**src/rtl/bpool_pkg.sv**
```systemverilog
// Types and codes shared by the buffer pool files.
`timescale 1ns / 1ps
`default_nettype none
package bpool_pkg;

   localparam int unsigned KindW    = 2;
   localparam int unsigned HandleW  = 3;
   localparam int unsigned OwnerW   = 4;
   localparam int unsigned TimeW    = 32;
   localparam int unsigned TimeoutW = 16;
   localparam logic [TimeoutW-1:0] TimeoutReset = 16'd500;

   typedef enum logic [KindW-1:0] {
      KIND_OBTAIN  = 2'd0,
      KIND_RELEASE = 2'd1,
      KIND_ARM     = 2'd2,
      KIND_TICK    = 2'd3
   } kind_type;

   typedef enum logic [KindW-1:0] {
      RES_GRANTED = 2'd0,
      RES_FULL    = 2'd1,
      RES_DONE    = 2'd2,
      RES_NOTICE  = 2'd3
   } result_type;

   typedef enum logic [1:0] {
      ST_IDLE  = 2'd0,
      ST_READ  = 2'd1,
      ST_CHECK = 2'd2,
      ST_DONE  = 2'd3
   } state_type;

endpackage
`default_nettype wire

```
**src/rtl/bpool_ram.sv**
```systemverilog
// Generic single-write, single-read RAM with registered read data.
`timescale 1ns / 1ps
`default_nettype none
module bpool_ram #(
   parameter int unsigned WIDTH = 8,
   parameter int unsigned DEPTH = 8
) (
   input  wire logic                                   clock,
   input  wire logic                                   wr_en,
   input  wire logic [(DEPTH > 1 ? $clog2(DEPTH) : 1)-1:0] wr_addr,
   input  wire logic [WIDTH-1:0]                       wr_data,
   input  wire logic                                   rd_en,
   input  wire logic [(DEPTH > 1 ? $clog2(DEPTH) : 1)-1:0] rd_addr,
   output      logic [WIDTH-1:0]                       rd_data
);

   logic [WIDTH-1:0] mem_ff [DEPTH];
   logic [WIDTH-1:0] rd_data_ff;

   always_ff @(posedge clock) begin
      if (wr_en) begin
         mem_ff[wr_addr] <= wr_data;
      end
      if (rd_en) begin
         rd_data_ff <= mem_ff[rd_addr];
      end
   end

   assign rd_data = rd_data_ff;

endmodule
`default_nettype wire

```
**src/rtl/buffer_pool_with_ack_timeout_core.sv**
```systemverilog
// Buffer descriptor pool with acknowledgement timeout: top level.
//
//  channel  direction  handshake            payload
//  req_     in         req_valid/req_stall  req_kind, req_handle, req_owner
//  rsp_     out        rsp_valid/rsp_stall  rsp_result_kind, rsp_handle_res,
//                                           rsp_owner_res, rsp_last
//  csr_     in         csr_write_enable     csr_write_data (ack timeout)
//
// Obtain, release and arm are handled directly in the idle state.
// A tick advances the time counter and scans each descriptor: a read of the
// owner and arm-time memories (ST_READ), then a compare (ST_CHECK); done follows.
// A notice or done held up by rsp_stall holds the scan at that descriptor.
// Synchronous reset frees every descriptor and clears the time counter.
`timescale 1ns / 1ps
`default_nettype none
module buffer_pool_with_ack_timeout_core
   import bpool_pkg::*;
#(
   parameter int unsigned NUM_BUFFERS = 8
) (
   input  wire logic                clock,
   input  wire logic                reset,
   input  wire logic                req_valid,
   output      logic                req_stall,
   input  wire logic [KindW-1:0]    req_kind,
   input  wire logic [HandleW-1:0]  req_handle,
   input  wire logic [OwnerW-1:0]   req_owner,
   output      logic                rsp_valid,
   input  wire logic                rsp_stall,
   output      logic [KindW-1:0]    rsp_result_kind,
   output      logic [HandleW-1:0]  rsp_handle_res,
   output      logic [OwnerW-1:0]   rsp_owner_res,
   output      logic                rsp_last,
   input  wire logic                csr_write_enable,
   input  wire logic [TimeoutW-1:0] csr_write_data
);

   localparam int unsigned IdxW = (NUM_BUFFERS > 1) ? $clog2(NUM_BUFFERS) : 1;
   localparam logic [IdxW-1:0] LastIdx = IdxW'(NUM_BUFFERS - 1);

   state_type             state_ff, state_in;
   logic [IdxW-1:0]       idx_ff, idx_in;
   logic [TimeW-1:0]      time_now_ff, time_now_in;
   logic [TimeoutW-1:0]   timeout_ff;
   logic [NUM_BUFFERS-1:0] free_ff, free_in;
   logic [NUM_BUFFERS-1:0] wait_ff, wait_in;

   logic                  rsp_valid_ff, rsp_valid_in;
   logic [KindW-1:0]      rsp_kind_ff, rsp_kind_in;
   logic [HandleW-1:0]    rsp_handle_ff, rsp_handle_in;
   logic [OwnerW-1:0]     rsp_owner_ff, rsp_owner_in;
   logic                  rsp_last_ff, rsp_last_in;

   logic                  out_free;
   logic                  accept;
   kind_type              kind;
   logic [IdxW-1:0]       hidx;
   logic                  h_ok;
   logic                  any_free;
   logic [IdxW-1:0]       grant_idx;
   logic [TimeW-1:0]      age;
   logic                  hit;

   logic                  owner_we;
   logic                  time_we;
   logic                  rd_en;
   logic [OwnerW-1:0]     owner_rdata;
   logic [TimeW-1:0]      time_rdata;

   bpool_ram #(
      .WIDTH (OwnerW),
      .DEPTH (NUM_BUFFERS)
   ) u_owner_ram (
      .clock   (clock),
      .wr_en   (owner_we),
      .wr_addr (grant_idx),
      .wr_data (req_owner),
      .rd_en   (rd_en),
      .rd_addr (idx_ff),
      .rd_data (owner_rdata)
   );

   bpool_ram #(
      .WIDTH (TimeW),
      .DEPTH (NUM_BUFFERS)
   ) u_time_ram (
      .clock   (clock),
      .wr_en   (time_we),
      .wr_addr (hidx),
      .wr_data (time_now_ff),
      .rd_en   (rd_en),
      .rd_addr (idx_ff),
      .rd_data (time_rdata)
   );

   assign out_free  = !rsp_valid_ff || !rsp_stall;
   assign req_stall = (state_ff != ST_IDLE) || !out_free;
   assign accept    = req_valid && !req_stall;
   assign kind      = kind_type'(req_kind);
   assign hidx      = IdxW'(req_handle);
   assign h_ok      = 32'(req_handle) < 32'(NUM_BUFFERS);
   assign any_free  = |free_ff;
   assign age       = time_now_ff - time_rdata;
   assign hit       = wait_ff[idx_ff] && (age > TimeW'(timeout_ff));

   // lowest free descriptor
   always_comb begin
      grant_idx = '0;
      for (int i = NUM_BUFFERS - 1; i >= 0; i--) begin
         if (free_ff[i]) begin
            grant_idx = IdxW'(i);
         end
      end
   end

   // next state
   always_comb begin
      state_in = state_ff;
      unique case (state_ff)
         ST_IDLE: begin
            if (accept && kind == KIND_TICK) begin
               state_in = ST_READ;
            end
         end
         ST_READ: begin
            state_in = ST_CHECK;
         end
         ST_CHECK: begin
            priority if (hit && !out_free) begin
               state_in = ST_CHECK;
            end else if (idx_ff == LastIdx) begin
               state_in = ST_DONE;
            end else begin
               state_in = ST_READ;
            end
         end
         ST_DONE: begin
            if (out_free) begin
               state_in = ST_IDLE;
            end
         end
         default: state_in = ST_IDLE;
      endcase
   end

   // datapath and outputs
   always_comb begin
      idx_in        = idx_ff;
      time_now_in   = time_now_ff;
      free_in       = free_ff;
      wait_in       = wait_ff;
      rsp_valid_in  = rsp_valid_ff && rsp_stall;
      rsp_kind_in   = rsp_kind_ff;
      rsp_handle_in = rsp_handle_ff;
      rsp_owner_in  = rsp_owner_ff;
      rsp_last_in   = rsp_last_ff;
      owner_we      = 1'b0;
      time_we       = 1'b0;
      rd_en         = 1'b0;
      unique case (state_ff)
         ST_IDLE: begin
            if (accept) begin
               unique case (kind)
                  KIND_OBTAIN: begin
                     rsp_valid_in = 1'b1;
                     rsp_owner_in = '0;
                     rsp_last_in  = 1'b1;
                     if (any_free) begin
                        free_in[grant_idx] = 1'b0;
                        owner_we           = 1'b1;
                        rsp_kind_in        = RES_GRANTED;
                        rsp_handle_in      = HandleW'(grant_idx);
                     end else begin
                        rsp_kind_in   = RES_FULL;
                        rsp_handle_in = '0;
                     end
                  end
                  KIND_RELEASE: begin
                     if (h_ok) begin
                        free_in[hidx] = 1'b1;
                        wait_in[hidx] = 1'b0;
                     end
                  end
                  KIND_ARM: begin
                     if (h_ok && !free_ff[hidx]) begin
                        wait_in[hidx] = 1'b1;
                        time_we       = 1'b1;
                     end
                  end
                  KIND_TICK: begin
                     time_now_in = time_now_ff + 1'b1;
                     idx_in      = '0;
                  end
                  default: ;
               endcase
            end
         end
         ST_READ: begin
            rd_en = 1'b1;
         end
         ST_CHECK: begin
            if (hit && out_free) begin
               wait_in[idx_ff] = 1'b0;
               rsp_valid_in    = 1'b1;
               rsp_kind_in     = RES_NOTICE;
               rsp_handle_in   = HandleW'(idx_ff);
               rsp_owner_in    = owner_rdata;
               rsp_last_in     = 1'b0;
            end
            if (!(hit && !out_free) && idx_ff != LastIdx) begin
               idx_in = idx_ff + 1'b1;
            end
         end
         ST_DONE: begin
            if (out_free) begin
               rsp_valid_in  = 1'b1;
               rsp_kind_in   = RES_DONE;
               rsp_handle_in = '0;
               rsp_owner_in  = '0;
               rsp_last_in   = 1'b1;
            end
         end
         default: ;
      endcase
   end

   always_ff @(posedge clock) begin
      if (reset) begin
         state_ff     <= ST_IDLE;
         idx_ff       <= '0;
         time_now_ff  <= '0;
         timeout_ff   <= TimeoutReset;
         free_ff      <= '1;
         wait_ff      <= '0;
         rsp_valid_ff <= 1'b0;
      end else begin
         state_ff     <= state_in;
         idx_ff       <= idx_in;
         time_now_ff  <= time_now_in;
         free_ff      <= free_in;
         wait_ff      <= wait_in;
         rsp_valid_ff <= rsp_valid_in;
         if (csr_write_enable) begin
            timeout_ff <= csr_write_data;
         end
      end
   end

   always_ff @(posedge clock) begin
      rsp_kind_ff   <= rsp_kind_in;
      rsp_handle_ff <= rsp_handle_in;
      rsp_owner_ff  <= rsp_owner_in;
      rsp_last_ff   <= rsp_last_in;
   end

   assign rsp_valid       = rsp_valid_ff;
   assign rsp_result_kind = rsp_kind_ff;
   assign rsp_handle_res  = rsp_handle_ff;
   assign rsp_owner_res   = rsp_owner_ff;
   assign rsp_last        = rsp_last_ff;

endmodule
`default_nettype wire
```
**config.mk**
```make
export PLATFORM = sky130hd
export DESIGN_NAME = buffer_pool_with_ack_timeout_core
export DESIGN_NICKNAME = d
export VERILOG_FILES = /design/src/rtl/bpool_pkg.sv /design/src/rtl/bpool_ram.sv /design/src/rtl/buffer_pool_with_ack_timeout_core.sv
export SDC_FILE = /design/constraint.sdc
export NUM_CORES = 1
export LEC_CHECK = 0
export ABC_AREA = 1
export BUFFER_PORTS_ARGS = -buffer_cell sky130_fd_sc_hd__buf_2
export CAP_MARGIN = 20
export CELL_PAD_IN_SITES_DETAIL_PLACEMENT = 1
export CELL_PAD_IN_SITES_GLOBAL_PLACEMENT = 1
export CORE_MARGIN = 4
export CORE_UTILIZATION = 44
export CTS_BUF_LIST = sky130_fd_sc_hd__clkbuf_8
export DETAILED_ROUTE_END_ITERATION = 12
export PLACE_DENSITY_LB_ADDON = 0.08
export SLEW_MARGIN = 20
export SYNTH_ARGS = -nofsm -noshare
export SYNTH_HDL_FRONTEND = slang
export SYNTH_SLANG_ARGS = --single-unit
```
**constraint.sdc**
```tcl
create_clock -name clock -period 4.5 [get_ports clock]
set_input_delay 0.675 -clock clock [delete_from_list [all_inputs] [get_ports clock]]
set_output_delay 0.675 -clock clock [all_outputs]
set_load 0.01 [all_outputs]
```
After elaboration in Yosys (flattened, before gate mapping)
Memories as Yosys holds them, arrays and structs flattened. A register that Yosys moved wholly into a read port is not among the register bits.
Index checks and enable logic that the tools add are counted.
- add/subtract/negate cells: 3
- order comparisons: 7
- eq/ne operators: 18
- mux-type cells: 74
- bitwise logic cells: 8
- reductions and logical operators: 30
- operator list (cell ; number):
    two-way mux 3 bit ; 16
    one-hot mux 8 bit (2 select lines) ; 3
    adder 32 x 1 -> 32 bit, second input constant ; 1
    > comparator 32 x 16 -> 1 bit ; 1
    two-way mux 8 bit ; 4
    subtractor 32 bit ; 1
    two-way mux 1 bit ; 27
    AND 8 bit ; 3
    inverter 8 bit ; 3
    two-way mux 2 bit ; 8
    two-way mux 4 bit ; 4
    OR 8 bit ; 2
    inequality test 2 bit, second input constant ; 7
    less-than comparator 3 x 4 -> 1 bit, second input constant ; 3
    one-hot mux 4 bit (3 select lines) ; 1
    logical AND 1 bit ; 10
    AND reduction 5 bit ; 2
    demux 1 bit (select 3 bit) ; 3
    >= comparator 3 x 1 -> 1 bit, second input constant ; 3
    one-hot mux 3 bit (3 select lines) ; 1
    == test 2 bit, second input constant ; 4
    one-hot mux 2 bit (4 select lines) ; 1
    AND reduction 4 bit ; 2
    OR reduction 8 bit ; 1
    17 further kinds ; 29
- register bits after elaboration: 80
- bits in writable memories: 288
- output and inout port bits: 12
- logic and storage cells: 153
- memories: 2
- memory list (name ; words ; width ; read ports ; clocked after memory_dff ; write ports ; line ; RTL):
    u_time_ram.mem_ff ; 8 ; 32 ; 1 ; 1 ; 1 ; bpool_ram.sv:17 ; logic [WIDTH-1:0] mem_ff [DEPTH];
    u_owner_ram.mem_ff ; 8 ; 4 ; 1 ; 1 ; 1 ; bpool_ram.sv:17 ;

Longest topological paths before layout
- depth in word-level cells: 16
- mapped depth: 31
- depth with buffers taken out: 30

Cells and area by module
A second synthesis with hierarchy kept.
- cells, all modules: 2498
- area total of the unflattened synthesis: 20835.0 um^2
- modules (own cells, without submodules) (module ; instances ; cells each ; area each (um^2) ; sequential area each (um^2)):
    bpool_ram (u_time_ram) ; 1 ; 1156 ; 12192.9 ; 8648.3
    buffer_pool_with_ack_timeout_core ; 1 ; 1182 ; 7034.2 ; 1701.6
    bpool_ram (u_owner_ram) ; 1 ; 160 ; 1607.8 ; 1081.0

Worst setup path before layout
No wires, ideal clock.
- kind: reg-to-reg
- start: reg time_now_ff[0]
- end: reg rsp_handle_ff[0], in the netlist rsp_handle_res[0] (enable)
- setup time: 0.342 ns
- arrival: 3.422 ns
- data required time: 4.158 ns
- slack: 0.736 ns
- stages on the path, launching flop included: 28
- path buffers: 1
- period minus slack after synthesis: 3.764 ns
- cell sequence: dfxtp_1 -> inv_1 -> ha_1 -> fa_1 -> inv_1 -> nand2_1 -> nand2_1 -> and2_1 -> nand2_1 -> nand3_1 -> xor2_1 -> ha_1 -> nand2_1 -> nor2_1 -> nand3_1 -> nor2_1 -> nand2_1 -> nand3_1 -> nand2_1 -> nand3_1 -> nor2_1 -> nand2_1 -> nor2_1 -> nand2_1 -> nand3_2 -> nand2_4 -> buf_6 -> o2111a_1
- cells in the longest elaborated chain, start to end: 6
- RTL lines (item ; line ; RTL):
    from (decl) ; buffer_pool_with_ack_timeout_core.sv:43 ; logic [TimeW-1:0] time_now_ff, time_now_in;
    from (signal assigned) ; buffer_pool_with_ack_timeout_core.sv:239 ; time_now_ff <= time_now_in;
    subtractor 32 bit ; buffer_pool_with_ack_timeout_core.sv:103 ; assign age = time_now_ff - time_rdata;
    > comparator 32 x 16 -> 1 bit ; buffer_pool_with_ack_timeout_core.sv:104 ; assign hit = wait_ff[idx_ff] && (age > TimeW'(timeout_ff));
    logical AND 1 bit ; buffer_pool_with_ack_timeout_core.sv:104 ;
    logical AND 1 bit ; buffer_pool_with_ack_timeout_core.sv:202 ; if (hit && out_free) begin
    inequality test 2 bit (no line) ; -- ;
    AND reduction 5 bit (no line) ; -- ;
    to (signal assigned) ; buffer_pool_with_ack_timeout_core.sv:251 ; rsp_handle_ff <= rsp_handle_in;
    to (decl) ; buffer_pool_with_ack_timeout_core.sv:50 ; logic [HandleW-1:0] rsp_handle_ff, rsp_handle_in;
No other way between the ends.
A chain may end at the register's enable or synchronous reset.

Worst setup path in the final report
- start: reg time_now_ff[0]
- end: reg rsp_owner_ff[1], in the netlist rsp_owner_res[1] (enable)
- cells in the longest elaborated chain, start to end: 6
- RTL lines (item ; line ; RTL):
    subtractor 32 bit ; buffer_pool_with_ack_timeout_core.sv:103 ;
    > comparator 32 x 16 -> 1 bit ; buffer_pool_with_ack_timeout_core.sv:104 ;
    logical AND 1 bit ; buffer_pool_with_ack_timeout_core.sv:104 ;
    logical AND 1 bit ; buffer_pool_with_ack_timeout_core.sv:202 ;
    inequality test 2 bit (no line) ; -- ;
    AND reduction 5 bit (no line) ; -- ;
    to (signal assigned) ; buffer_pool_with_ack_timeout_core.sv:252 ; rsp_owner_ff <= rsp_owner_in;
    to (decl) ; buffer_pool_with_ack_timeout_core.sv:51 ; logic [OwnerW-1:0] rsp_owner_ff, rsp_owner_in;
No other way between the ends.

==> metrics.txt <==
Finish-stage setup viols=0; vias per inst=roughly 5.5; CTS H-tree depth=3; DR vias=13,800; Syn Std Cell Area=18,500 um2; number of remaining DRC errors=0; worst hold path class=primary input to flop; 1st-iter DRT viols=1,020; Mean Syn Cell Area=roughly 10 um2; share of layout cells above drive strength 1=a little over a tenth; DR WL/cell=approximately 22 um; gpl congestion=roughly 0.83; max_cap viols=0; chip height=213 um; Critical Path Fanout Max=10; R2R Path End=rsp_owner_res[1]; R2R Setup Slk=460 ps; Yosys warnings=0; antenna-violating nets left=0; critical path launch point type=flop; synthesis-to-finish area growth=13.0%; register area share after synthesis=slightly above 60%; pin count of the biggest net entering global routing=41; Worst VDD drop=~210 uV; DIE AREA=45,300 um2; # rows=74; synthesized instance count=1,824; leakage=between 8 and 9 nW; post-route minimum period=between 4000 and 5000 ps; footprint of the multi-input gates=between 5000 and 6000 um2; CP most frequent cell=nand2_1; Antenna diodes=0; CP endpoint kind=flop; CTS Root Cell=clkbuf_8; RSZ-0062 raised after global routing=false; Setup WS post-layout=between 400 and 500 ps; Worst-path clk slew=about 60 ps; reg2reg path depth=27; TritonRoute pass-1 iters=6; area fraction of the dominant cell type after synthesis=a little over half; IO Port Bufs=41; TNS Setup=0 ps; Die Wd=between 200 and 250 um; Fillers=around 4,600; first-pass GRT wire length=~84,000 um; FMAX=roughly 0.25 GHz; distinct cell type count after synthesis=52; Critical Path AT=roughly 4400 ps; initial antenna violation count=1; FF/Latch Area=11,400 um2; Fin. Hold Viols=0; NumNets Final=2,013; crit-path max cell delay=slightly above 400 ps; DP Worst Slack=between 100 and 150 ps; Final HPWL DP=36,200 um; reg2reg start=time_now_ff[0]; CTS Buf Count=just under 70; Slew @ Worst Pin=~1000 ps; async set or reset register ratio after synthesis=0%; wirelength, routed=54,400 um; Bufs on Longest Clock Path=3; GRT Util Overall=between 20% and 30%; Hold Path Cell Cnt=3; Slew Limit Headroom=30.1%; largest cells by area after synthesis=edfxtp_1 54%, nand2_1 8.9%, dfxtp_1 7.6%; fin. max-slew vios=0; Tcrit/Tclk final=around 90%; vias in the first global route=roughly 14,000; number of enable flip-flop cells after synthesis=~330; # hold bufs at CTS=0; core area=just over 40,000 um2; CTS tree=yes; status=finished, final reports clean; Synthesized Nets=approximately 1,900; clock latency on the worst-skew pair=630 ps; dominant cell type by area after synthesis=edfxtp_1; Num Clock Sinks=404; Synth Register Bits=404; Hold Crit Start=csr_write_data[5]; WHS Endpoint=timeout_ff[5]; grt total ovfl=0; Worst path slowest cell=fa_1; Req. time, crit path=between 4000 and 5000 ps; Power Density=between 300 and 400 nW/um2; worst setup path category=flop to flop; number of primary I/O pins=42; clock skew=33.4 ps; dominant synthesized flop cell=edfxtp_1; initial core utilization=between 40 and 50%
per-layer routing:
metal	wire length, um	global-route usage, %	up-vias
li1	-	-	6505
met3	3250	4.48	76
met4	899	5.84	2
met5	19	0	-
met1	25000	35.1	6885
met2	25200	38.6	355
worst max-delay path by stage:
stage	from	end	slack, ps	cells after the start
finish	time_now_ff[0]	rsp_owner_res[1]	460	27
global route	time_now_ff[0]	flop	40	30
global placement	time_now_ff[0]	rsp_owner_res[0]	330	26
floorplan	time_now_ff[0]	rsp_handle_res[0]	740	27
detailed placement	time_now_ff[0]	rsp_last	150	26
CTS	time_now_ff[0]	rsp_handle_res[0]	110	26
through the flow:
step                      instance area, um2  power [mW]  hold slack, ps  std cells  util (%)
after floorplan                        18500        4.43             435       1824         -
after global placement                 19600        4.59             465       2391      47.5
after detailed placement               19600        4.61             470       2391      47.5
after CTS                              20800        7.65             258       2514      50.6
after global routing                   20900        7.87             278       2516      50.7
final                                  20900        7.57             300       2516      50.7
synth_stat cells (3+ instances only):
master,n
edfxtp_1,334
a32oi_1,4
inv_2,3
nand4_1,53
a21oi_1,82
a221oi_1,30
o21ai_0,53
a22o_1,28
buf_1,5
o211ai_1,4
clkbuf_1,39
nand3_1,68
nor3_1,36
inv_1,275
o22ai_1,6
nand2_1,438
buf_2,3
a22oi_1,48
xnor2_1,4
ha_1,50
nand2_2,3
xor2_1,17
nand3b_1,3
nor3_2,6
nor2_2,4
dfxtp_1,70
nor4_1,3
nor2_1,126
a21boi_0,3
cells by family after synthesis:
family | share of synthesized area, %
simple gates | 17.4
fa+ha+maj | 3.49
buf+inv | 6.73
compound gates | 9.51
xor+xnor | 0.995
flops | 61.9
cells in the final DEF, fill, tap and decap left out, types with 30 or more instances in the layout:
cell	count
nand3_1	68
inv_1	304
nor2_1	117
nand4_1	53
a21oi_1	82
nand2_1	437
dfxtp_1	70
clkbuf_8	76
o21ai_0	53
buf_2	41
edfxtp_1	334
buf_4	41
a22oi_1	48
ha_1	50
nor3_1	32
a221oi_1	30
registers in the layout (all words and copies together) (netlist names), named ones only:
name and cells:
time_now_ff 32, timeout_ff 16, free_ff 8, u_owner_ram.mem_ff 32, u_owner_ram.rd_data 4, u_time_ram.rd_data 32, rsp_valid 1, state_ff 2
rsp_handle_res 3, u_time_ram.mem_ff 256, rsp_last 1, idx_ff 3, rsp_owner_res 4, rsp_result_kind 2
where the power goes:
part | total, mW | internal, mW | switching, mW | leakage, nW
sequential | 4.08 | 4.06 | 0.0202 | 3.44
clock | 3.04 | 1.55 | 1.49 | 0.747
combinational | 0.448 | 0.145 | 0.303 | 4.11
total | 7.57 | 5.76 | 1.81 | 8.30
repair_timing:
action / 4_1_cts / 5_1_grt
hold endpoints to repair: 0 / 0
resized for setup: 0 / 2
setup endpoints to repair: 0 / 18
buffers inserted: 0 / 1
critical path, delay by kind of cell (launching register included):
family	cells	cell delay [ps]
AND/OR/NAND/NOR	19	1780
XOR/XNOR	1	120
buffers and inverters	3	350
flip-flops	1	340
adder cells (fa/ha/maj)	3	930
AO/OA/AOI/OAI	1	210
final cells by class:
type | count | share of cell area, %
Sequential cell | 404 | 54.8
Clock inverter | 47 | 0.971
Timing Repair Buffer | 85 | 2.69
Inverter | 280 | 5.04
Multi-Input combinational cell | 1092 | 28.3
Tap cell | 532 | 3.19
Clock buffer | 76 | 5.01
Note: power is estimated with default switching activity, not from simulation.
